[config.mk]
export PLATFORM = sky130hd
export DESIGN_NAME = url_percent_encoder
export DESIGN_NICKNAME = d
export VERILOG_FILES = /design/src/hdl/upe_pkg.sv /design/src/hdl/upe_front.sv /design/src/hdl/upe_queue.sv /design/src/hdl/upe_back.sv /design/src/hdl/url_percent_encoder.sv
export SDC_FILE = /design/constraint.sdc
export NUM_CORES = 1
export LEC_CHECK = 0
export BUFFER_PORTS_ARGS = -buffer_cell sky130_fd_sc_hd__buf_2
export CORE_MARGIN = 4
export CORE_UTILIZATION = 30
export DETAILED_ROUTE_END_ITERATION = 10
export GPL_ROUTABILITY_DRIVEN = 0
export GPL_TIMING_DRIVEN = 0
export PLACE_DENSITY_LB_ADDON = 0.3
export SKIP_LAST_GASP = 1
export SYNTH_ARGS = -nofsm -noshare
export SYNTH_HDL_FRONTEND = slang
export SYNTH_HIERARCHICAL = 1
export SYNTH_SLANG_ARGS = --single-unit
export TNS_END_PERCENT = 10
[constraint.sdc]
create_clock -name clk -period 3.5 [get_ports clk]
set_input_delay 0.525 -clock clk [delete_from_list [all_inputs] [get_ports clk]]
set_output_delay 0.525 -clock clk [all_outputs]
set_load 0.02 [all_outputs]
[src/hdl/upe_pkg.sv]
// upe_pkg: shared types, constants and character-class functions for the
// URL percent encoder. No dependencies.

package upe_pkg;

	// Encode modes held in the mode register
	localparam logic [1:0] MODE_PLAIN      = 2'd0;
	localparam logic [1:0] MODE_RESERVED   = 2'd1;
	localparam logic [1:0] MODE_FORM       = 2'd2;
	localparam logic [1:0] MODE_FORM_RSVD  = 2'd3;

	// Output slots of one command: "%25" for a held percent, the held digit,
	// then the current byte as itself or as "%HH".
	localparam int SLOT_COUNT = 7;
	localparam logic [2:0] SLOT_PCT    = 3'd0;
	localparam logic [2:0] SLOT_TWO    = 3'd1;
	localparam logic [2:0] SLOT_FIVE   = 3'd2;
	localparam logic [2:0] SLOT_DIGIT  = 3'd3;
	localparam logic [2:0] SLOT_CUR    = 3'd4;
	localparam logic [2:0] SLOT_HEX_HI = 3'd5;
	localparam logic [2:0] SLOT_HEX_LO = 3'd6;

	localparam logic [7:0] CH_PCT   = 8'h25;
	localparam logic [7:0] CH_TWO   = 8'h32;
	localparam logic [7:0] CH_FIVE  = 8'h35;
	localparam logic [7:0] CH_PLUS  = 8'h2B;
	localparam logic [7:0] CH_SPACE = 8'h20;
	localparam logic [7:0] CH_TILDE = 8'h7E;
	localparam logic [7:0] CH_STAR  = 8'h2A;
	localparam logic [7:0] CH_AMP   = 8'h26;
	localparam logic [7:0] CH_EQ    = 8'h3D;
	localparam logic [7:0] CH_DASH  = 8'h2D;
	localparam logic [7:0] CH_DOT   = 8'h2E;
	localparam logic [7:0] CH_UNDER = 8'h5F;

	// One unit of work passed from the front to the back
	typedef struct packed {
		logic [SLOT_COUNT-1:0] mask;
		logic [7:0]            digit;
		logic [7:0]            cur;
		logic                  last;
	} cmd_t;

	function automatic logic is_digit(input logic [7:0] c);
		return (c >= 8'h30) && (c <= 8'h39);
	endfunction

	function automatic logic is_alnum(input logic [7:0] c);
		return is_digit(c) || ((c >= 8'h41) && (c <= 8'h5A)) ||
			((c >= 8'h61) && (c <= 8'h7A));
	endfunction

	function automatic logic is_hex(input logic [7:0] c);
		return is_digit(c) || ((c >= 8'h41) && (c <= 8'h46)) ||
			((c >= 8'h61) && (c <= 8'h66));
	endfunction

	function automatic logic is_rsvd_char(input logic [7:0] c);
		logic r;
		unique case (c)
			8'h3A, 8'h2F, 8'h3F, 8'h23, 8'h5B, 8'h5D,
			8'h40, 8'h21, 8'h24, 8'h26, 8'h27, 8'h28,
			8'h29, 8'h2A, 8'h2B, 8'h2C, 8'h3B, 8'h3D: r = 1'b1;
			default: r = 1'b0;
		endcase
		return r;
	endfunction

	function automatic logic passes(input logic [1:0] mode, input logic [7:0] c);
		logic base;
		logic std_unres;
		logic form_unres;
		logic r;
		base       = is_alnum(c) || (c == CH_DASH) || (c == CH_DOT) || (c == CH_UNDER);
		std_unres  = base || (c == CH_TILDE);
		form_unres = base || (c == CH_STAR);
		unique case (mode)
			MODE_PLAIN:    r = std_unres;
			MODE_RESERVED: r = std_unres || is_rsvd_char(c);
			MODE_FORM:     r = form_unres;
			default:       r = !((c == CH_AMP) || (c == CH_EQ) || (c == CH_PLUS)) &&
				(form_unres || is_rsvd_char(c));
		endcase
		return r;
	endfunction

	function automatic logic [7:0] hex_char(input logic [3:0] n);
		return (n < 4'd10) ? (8'h30 + {4'd0, n}) : (8'h37 + {4'd0, n});
	endfunction

endpackage

[src/hdl/upe_front.sv]
// upe_front: accepts raw bytes, tracks a held '%' and hex digit, and turns
// each byte that is not held into a slot-mask command. Depends on upe_pkg.

module upe_front (
	input  logic            clk,
	input  logic            arst_n,
	input  logic [1:0]      mode,
	input  logic            accept,
	input  logic [7:0]      in_byte,
	input  logic            in_last,
	output logic            push,
	output upe_pkg::cmd_t   push_cmd,
	output logic [1:0]      held_cnt
);

	logic [1:0] held_cnt_q;
	logic [7:0] digit_q;
	logic [1:0] cnt_nxt;
	logic       hold_digit;
	logic       trip;
	logic       hex;
	logic       do_cur;
	upe_pkg::cmd_t cmd;

	assign trip     = mode[0];
	assign hex      = upe_pkg::is_hex(in_byte);
	assign held_cnt = held_cnt_q;

	always_comb begin
		cmd        = '0;
		cmd.digit  = digit_q;
		cmd.cur    = in_byte;
		cmd.last   = in_last;
		cnt_nxt    = 2'd0;
		hold_digit = 1'b0;
		do_cur     = 1'b1;

		case (held_cnt_q)
			2'd2: begin
				if (trip && hex) begin
					// completed triplet: pass all three bytes as they are
					cmd.mask[upe_pkg::SLOT_PCT]   = 1'b1;
					cmd.mask[upe_pkg::SLOT_DIGIT] = 1'b1;
					cmd.mask[upe_pkg::SLOT_CUR]   = 1'b1;
					do_cur = 1'b0;
				end else begin
					cmd.mask[upe_pkg::SLOT_PCT]   = 1'b1;
					cmd.mask[upe_pkg::SLOT_TWO]   = 1'b1;
					cmd.mask[upe_pkg::SLOT_FIVE]  = 1'b1;
					cmd.mask[upe_pkg::SLOT_DIGIT] = 1'b1;
				end
			end
			2'd1: begin
				if (trip && hex && !in_last) begin
					hold_digit = 1'b1;
					cnt_nxt    = 2'd2;
					do_cur     = 1'b0;
				end else begin
					cmd.mask[upe_pkg::SLOT_PCT]  = 1'b1;
					cmd.mask[upe_pkg::SLOT_TWO]  = 1'b1;
					cmd.mask[upe_pkg::SLOT_FIVE] = 1'b1;
				end
			end
			default: ;
		endcase

		if (do_cur) begin
			if (trip && (in_byte == upe_pkg::CH_PCT) && !in_last) begin
				cnt_nxt = 2'd1;
			end else if (mode[1] && (in_byte == upe_pkg::CH_SPACE)) begin
				cmd.cur = upe_pkg::CH_PLUS;
				cmd.mask[upe_pkg::SLOT_CUR] = 1'b1;
			end else if (upe_pkg::passes(mode, in_byte)) begin
				cmd.mask[upe_pkg::SLOT_CUR] = 1'b1;
			end else begin
				cmd.mask[upe_pkg::SLOT_CUR]    = 1'b1;
				cmd.mask[upe_pkg::SLOT_HEX_HI] = 1'b1;
				cmd.mask[upe_pkg::SLOT_HEX_LO] = 1'b1;
			end
		end
	end

	assign push     = accept && (cmd.mask != '0);
	assign push_cmd = cmd;

	always_ff @(posedge clk or negedge arst_n) begin
		if (!arst_n) begin
			held_cnt_q <= 2'd0;
		end else if (accept) begin
			held_cnt_q <= cnt_nxt;
		end
	end

	always_ff @(posedge clk) begin
		if (accept && hold_digit) begin
			digit_q <= in_byte;
		end
	end

endmodule

[src/hdl/upe_queue.sv]
// upe_queue: small command queue between front and back.
// Depends on upe_pkg.

module upe_queue #(
	parameter int DEPTH = 2
) (
	input  logic          clk,
	input  logic          arst_n,
	input  logic          push,
	input  upe_pkg::cmd_t push_cmd,
	input  logic          pop,
	output upe_pkg::cmd_t head,
	output logic          empty,
	output logic          full
);

	localparam int PW = (DEPTH > 1) ? $clog2(DEPTH) : 1;
	localparam int CW = $clog2(DEPTH + 1);
	localparam logic [PW-1:0] LAST_PTR = PW'(DEPTH - 1);

	upe_pkg::cmd_t entries_q [DEPTH];
	logic [PW-1:0] wr_ptr_q;
	logic [PW-1:0] rd_ptr_q;
	logic [CW-1:0] count_q;

	assign empty = (count_q == '0);
	assign full  = (count_q == CW'(DEPTH));
	assign head  = entries_q[rd_ptr_q];

	always_ff @(posedge clk or negedge arst_n) begin
		if (!arst_n) begin
			wr_ptr_q <= '0;
			rd_ptr_q <= '0;
			count_q  <= '0;
		end else begin
			if (push) begin
				wr_ptr_q <= (wr_ptr_q == LAST_PTR) ? '0 : wr_ptr_q + PW'(1);
			end
			if (pop) begin
				rd_ptr_q <= (rd_ptr_q == LAST_PTR) ? '0 : rd_ptr_q + PW'(1);
			end
			if (push && !pop) begin
				count_q <= count_q + CW'(1);
			end else if (pop && !push) begin
				count_q <= count_q - CW'(1);
			end
		end
	end

	always_ff @(posedge clk) begin
		if (push) begin
			entries_q[wr_ptr_q] <= push_cmd;
		end
	end

endmodule

[src/hdl/upe_back.sv]
// upe_back: walks the slot mask of each command and drives one encoded byte
// per cycle, while the output is not stalled, into the output register. Depends on upe_pkg.

module upe_back (
	input  logic          clk,
	input  logic          arst_n,
	input  upe_pkg::cmd_t head,
	input  logic          empty,
	output logic          pop,
	output logic [7:0]    out_byte,
	output logic          out_last,
	output logic          out_valid,
	input  logic          out_ready,
	output logic [upe_pkg::SLOT_COUNT-1:0] rem
);

	upe_pkg::cmd_t cmd_q;
	logic [upe_pkg::SLOT_COUNT-1:0] rem_q;
	logic [upe_pkg::SLOT_COUNT-1:0] rem_nxt;
	logic [2:0] sel;
	logic       advance;
	logic [7:0] byte_sel;
	logic [7:0] out_byte_q;
	logic       out_last_q;
	logic       out_valid_q;

	always_comb begin
		sel = 3'd0;
		for (int i = upe_pkg::SLOT_COUNT - 1; i >= 0; i--) begin
			if (rem_q[i]) begin
				sel = 3'(i);
			end
		end
	end

	assign rem_nxt = rem_q & ~(upe_pkg::SLOT_COUNT'(1) << sel);
	assign advance = (rem_q != '0) && (!out_valid_q || out_ready);
	assign pop     = !empty && ((rem_q == '0) || (advance && (rem_nxt == '0)));
	assign rem     = rem_q;

	always_comb begin
		unique case (sel)
			upe_pkg::SLOT_PCT:    byte_sel = upe_pkg::CH_PCT;
			upe_pkg::SLOT_TWO:    byte_sel = upe_pkg::CH_TWO;
			upe_pkg::SLOT_FIVE:   byte_sel = upe_pkg::CH_FIVE;
			upe_pkg::SLOT_DIGIT:  byte_sel = cmd_q.digit;
			upe_pkg::SLOT_CUR:    byte_sel = cmd_q.mask[upe_pkg::SLOT_HEX_HI] ?
				upe_pkg::CH_PCT : cmd_q.cur;
			upe_pkg::SLOT_HEX_HI: byte_sel = upe_pkg::hex_char(cmd_q.cur[7:4]);
			upe_pkg::SLOT_HEX_LO: byte_sel = upe_pkg::hex_char(cmd_q.cur[3:0]);
			default:              byte_sel = upe_pkg::CH_PCT;
		endcase
	end

	always_ff @(posedge clk or negedge arst_n) begin
		if (!arst_n) begin
			rem_q       <= '0;
			out_valid_q <= 1'b0;
		end else begin
			if (pop) begin
				rem_q <= head.mask;
			end else if (advance) begin
				rem_q <= rem_nxt;
			end
			if (advance) begin
				out_valid_q <= 1'b1;
			end else if (out_ready) begin
				out_valid_q <= 1'b0;
			end
		end
	end

	always_ff @(posedge clk) begin
		if (pop) begin
			cmd_q <= head;
		end
		if (advance) begin
			out_byte_q <= byte_sel;
			out_last_q <= cmd_q.last && (rem_nxt == '0);
		end
	end

	assign out_byte  = out_byte_q;
	assign out_last  = out_last_q;
	assign out_valid = out_valid_q;

endmodule

[src/hdl/url_percent_encoder.sv]
// url_percent_encoder: top level of the percent encoder; holds the mode
// register and joins front, command queue and back. Depends on upe_pkg.
//
//   channel   direction  handshake              payload
//   input     in         in_valid / in_ready    in_byte[7:0], in_last
//   output    out        out_valid / out_ready  out_byte[7:0], out_last
//   config    in         cfg_we (no wait)       cfg_wdata[1:0] -> encode mode
//
// The back emits one encoded byte per cycle unless the output stalls. An input
// byte gives one output byte (passed) or three (escaped), and up to seven when a
// held '%' and digit are flushed ahead of it. Held bytes give no output bytes.
// The front takes a byte every cycle while the command queue has room; the
// queue lets the front keep classifying while the back drains a long escape.
// arst_n clears the mode to plain, the held count, the queue and the output
// valid flag. A stalled output holds its byte; the back stops, the queue fills
// and then in_ready drops.

module url_percent_encoder #(
	parameter int QUEUE_DEPTH = 2
) (
	input  logic       clk,
	input  logic       arst_n,
	input  logic       in_valid,
	output logic       in_ready,
	input  logic [7:0] in_byte,
	input  logic       in_last,
	output logic       out_valid,
	input  logic       out_ready,
	output logic [7:0] out_byte,
	output logic       out_last,
	input  logic       cfg_we,
	input  logic [1:0] cfg_wdata
);

	logic [1:0]    mode_q;
	logic          accept;
	logic          push;
	logic          pop;
	logic          empty;
	logic          full;
	logic [1:0]    held_cnt;
	upe_pkg::cmd_t push_cmd;
	upe_pkg::cmd_t head;
	logic [upe_pkg::SLOT_COUNT-1:0] rem;

	// mode register, written only while the block is idle: a rule for the user that the block does not enforce
	always_ff @(posedge clk or negedge arst_n) begin
		if (!arst_n) begin
			mode_q <= upe_pkg::MODE_PLAIN;
		end else if (cfg_we) begin
			mode_q <= cfg_wdata;
		end
	end

	// take a byte whenever the queue can hold its command
	assign in_ready = !full;
	assign accept   = in_valid && in_ready;

	upe_front u_front (
		.clk      (clk),
		.arst_n   (arst_n),
		.mode     (mode_q),
		.accept   (accept),
		.in_byte  (in_byte),
		.in_last  (in_last),
		.push     (push),
		.push_cmd (push_cmd),
		.held_cnt (held_cnt)
	);

	upe_queue #(
		.DEPTH (QUEUE_DEPTH)
	) u_queue (
		.clk      (clk),
		.arst_n   (arst_n),
		.push     (push),
		.push_cmd (push_cmd),
		.pop      (pop),
		.head     (head),
		.empty    (empty),
		.full     (full)
	);

	upe_back u_back (
		.clk       (clk),
		.arst_n    (arst_n),
		.head      (head),
		.empty     (empty),
		.pop       (pop),
		.out_byte  (out_byte),
		.out_last  (out_last),
		.out_valid (out_valid),
		.out_ready (out_ready),
		.rem       (rem)
	);

	// never push into a full queue
	a_no_overflow: assert property (@(posedge clk) disable iff (!arst_n)
		push |-> !full)
		else $error("command pushed into full queue");

	// at most a '%' and one digit are ever held
	a_held_range: assert property (@(posedge clk) disable iff (!arst_n)
		held_cnt != 2'd3)
		else $error("held count out of range");

	// an escaped byte always carries both hex slots, "%25" both trailing digits
	a_mask_shape: assert property (@(posedge clk) disable iff (!arst_n)
		push |-> (push_cmd.mask[upe_pkg::SLOT_HEX_HI] == push_cmd.mask[upe_pkg::SLOT_HEX_LO]) &&
			(push_cmd.mask[upe_pkg::SLOT_TWO] == push_cmd.mask[upe_pkg::SLOT_FIVE]))
		else $error("malformed slot mask");

	// a pending hex-high slot is never left without its hex-low slot
	a_rem_shape: assert property (@(posedge clk) disable iff (!arst_n)
		rem[upe_pkg::SLOT_HEX_HI] |-> rem[upe_pkg::SLOT_HEX_LO])
		else $error("hex slot order broken");

endmodule

==> qor.csv <==
metric,value,unit
fp.dieW,134,um
synth_cell_type_count,65,
yosys.area.top_type,edfxtp_1,
clock_latency,0.33,ns
clock.fmax,0.335,GHz
synth-seq-cells,99,
cts_resized,0,
final.setup_skew,0.00730,ns
grt_pass1_vias,2834,
gr-total-overflow,0,
cts_tree,yes,
fin_crit,2.98,ns
cts.sinks,99,
status,"complete, no violations",
dp_hpwl,6500,um
slowest_delay,0.95,ns
slowest_stage,and2_1,
gr-max-usage-layer,met2,
fillers,1523,
rsz0062_at_grt,false,
path_cells,buf_2 > nand2b_1 > and4bb_2 > o21ai_0 > nand3b_1 > a31oi_1 > and2_1,
diodes,0,
synth_common_cells,"83 x edfxtp_1, 21 x nor2_1, 21 x o21ai_0",
reg2reg_to,u_queue/entries_q[1][8],
synthFlopType,edfxtp_1,
final_util,35.6,%
asyncSetResetFlopFracSynth,16.2,%
synth_area_per_cell,13.2,sq um
finalSetupViolCount,0,
yosys-top-cells-area,"edfxtp_1 52%, dfrtp_1 8.4%, mux2_4 6.0%, o21ai_0 2.2%, mux2_2 1.9%",
ys_seq_area_share,60.5,%
synth_top_area_share,52.1,%
routedWlPerCell,14.9,um
max_slew_margin,23.5,%
seq_area,0.00289,sq mm
synth.most_common_cell,edfxtp_1,
nets,422,
r2r_start,u_front/held_cnt[1],
drtIter0Drc,386,
cts_root_buf,clkbuf_16,
fin_setup_tns,0,ns
core_area,0.0154,sq mm
hp-class,primary input to async pin,
viasPerCell,4.90,
cts_inserted_buffers,9,
die-area,0.0180,sq mm
cts_setup_buffers,0,
reg2reg_depth,5,
ant_nets,0,
cts_buffer_depth,2,
clkTransAtPathRegs,0.06,ns
drc,0,
vdd_ir_drop_max,293,uV
yosys_warnings,6,
reg2reg_slack,0.64,ns
antenna_found_initial,0,
worstSetupPathType,primary input to register,
die_h,134,um
met1_usage,14.4,%
slew_violations,0,
netlist_instances,362,
grt_pass1_wl,14800,um
io_pins,27,
min_period_over_period,85.2,%
met2_usage,15.4,%
track_usage,10.4,%
dr.pass1.iters,5,
critPathRequiredTime,3.45,ns
critical_path_peak_fanout,24,
leakage,1.96,nW
hold_buffers,0,
routed_wl,9160,um
vias,3019,
mappedNetlistNets,383,
critPathBufInv,1,
grt_max_degree,25,
hold_violations,0,
met3_usage,3.38,%
area_growth,15.0,%
num_rows,45,
initial_core_util,31.0,%
worstSetupEndpointType,register,
syn-cell-area,0.00478,sq mm
h-tree-depth,3,
power.density,854,mW/mm^2
worstPathArrival,2.93,ns
critical-path-top-delay-family,simple AND/OR/NAND/NOR gates,
port_buffers,26,
max_slew.worst_pin.slew,1.15,ns
cp-start-kind,primary input,
synth-edff-count,83,
multi_input_area,0.00167,sq mm
drive_gt1_share,21.7,%
drv_cap,0,
==> cells by family (layout without fill, tap and decap cells) <==
family	after synthesis	in the layout	share of synthesized area, %
xor gates and xnor gates	9	9	1.65
AOI/OAI and AO/OA	77	77	11.9
buffers and inverters	40	83	4.63
and+or+nand+nor	105	105	12.1
muxes	27	27	7.85
DFF	99	99	60.5
adders and majority gates	5	5	1.31
==> report_power, final <==
group / internal (W) / switching, W
logic: 0.000771 / 0.00105
clock network: 0.000567 / 0.000382
registers: 0.00177 / 0.000155
total: 0.00311 / 0.00158
==> metal layers <==
layer  routed length, um  vias up  share of wire [%]
met5                   0        -                  0
met4                 159        0                1.7
met3                 510       16                5.6
met2                4160      104                 45
met1                4340     1452                 47
li1                    -     1447                  -
==> state kept, by name, summed over array words and instances (netlist names) <==
signal             cells
u_back/out_byte        8
u_queue/wr_ptr_q       1
u_back/out_valid       1
u_queue/rd_ptr_q       1
u_queue/entries_q     48
u_queue/count_q        2
u_front/held_cnt       2
mode_q                 2
u_back/out_last        1
u_back/cmd_q          18
u_front/digit_q        8
u_back/rem             7
==> metrics by stage <==
step                      hold slack [ns]  instances  setup WS (ns)  cell area [sq um]  total power (W)
after floorplan                     0.229        362         0.0235               4780          0.00328
after global placement              0.426        599         -0.702               5170          0.00370
after detailed placement            0.433        601          0.129               5210          0.00377
after CTS                           0.125        616          0.490               5500          0.00474
after global routing                0.134        616          0.348               5500          0.00501
final                               0.129        616          0.519               5500          0.00470
==> placed cells by master (no fill, tap or decap), types with 14 or more instances in the layout <==
cell type	netlist	layout
inv_1	14	14
nand2_1	18	18
o21ai_0	21	21
mux2_4	19	19
nor2_1	21	21
edfxtp_1	83	83
nand3_1	15	15
buf_2	4	30
dfrtp_1	16	16
clkbuf_1	13	15
==> area by class of cell <==
cell class                      instances  share of cell area [%]
Clock inverter                          3                   0.751
Buffer                                 26                    3.07
Timing Repair Buffer                   28                    2.91
Inverter                               14                   0.956
Sequential cell                        99                    52.6
Clock buffer                           12                    4.48
Tap cell                              211                    4.80
Multi-Input combinational cell        223                    30.4
==> worst max path at each step <==
stage                  start                       end  cells past startpoint
2_1_floorplan  u_back/rem[3]        u_queue/count_q[1]                     11
3_3_place_gp       out_ready        u_queue/count_q[1]                     11
3_5_place_dp      in_byte[7]  u_queue/entries_q[1][15]                      7
4_1_cts           in_byte[7]   u_queue/entries_q[1][6]                      7
5_1_grt           in_byte[7]   u_queue/entries_q[1][8]                      7
6_report          in_byte[7]   u_queue/entries_q[1][8]                      7
Power figures use the tool's default switching activity.
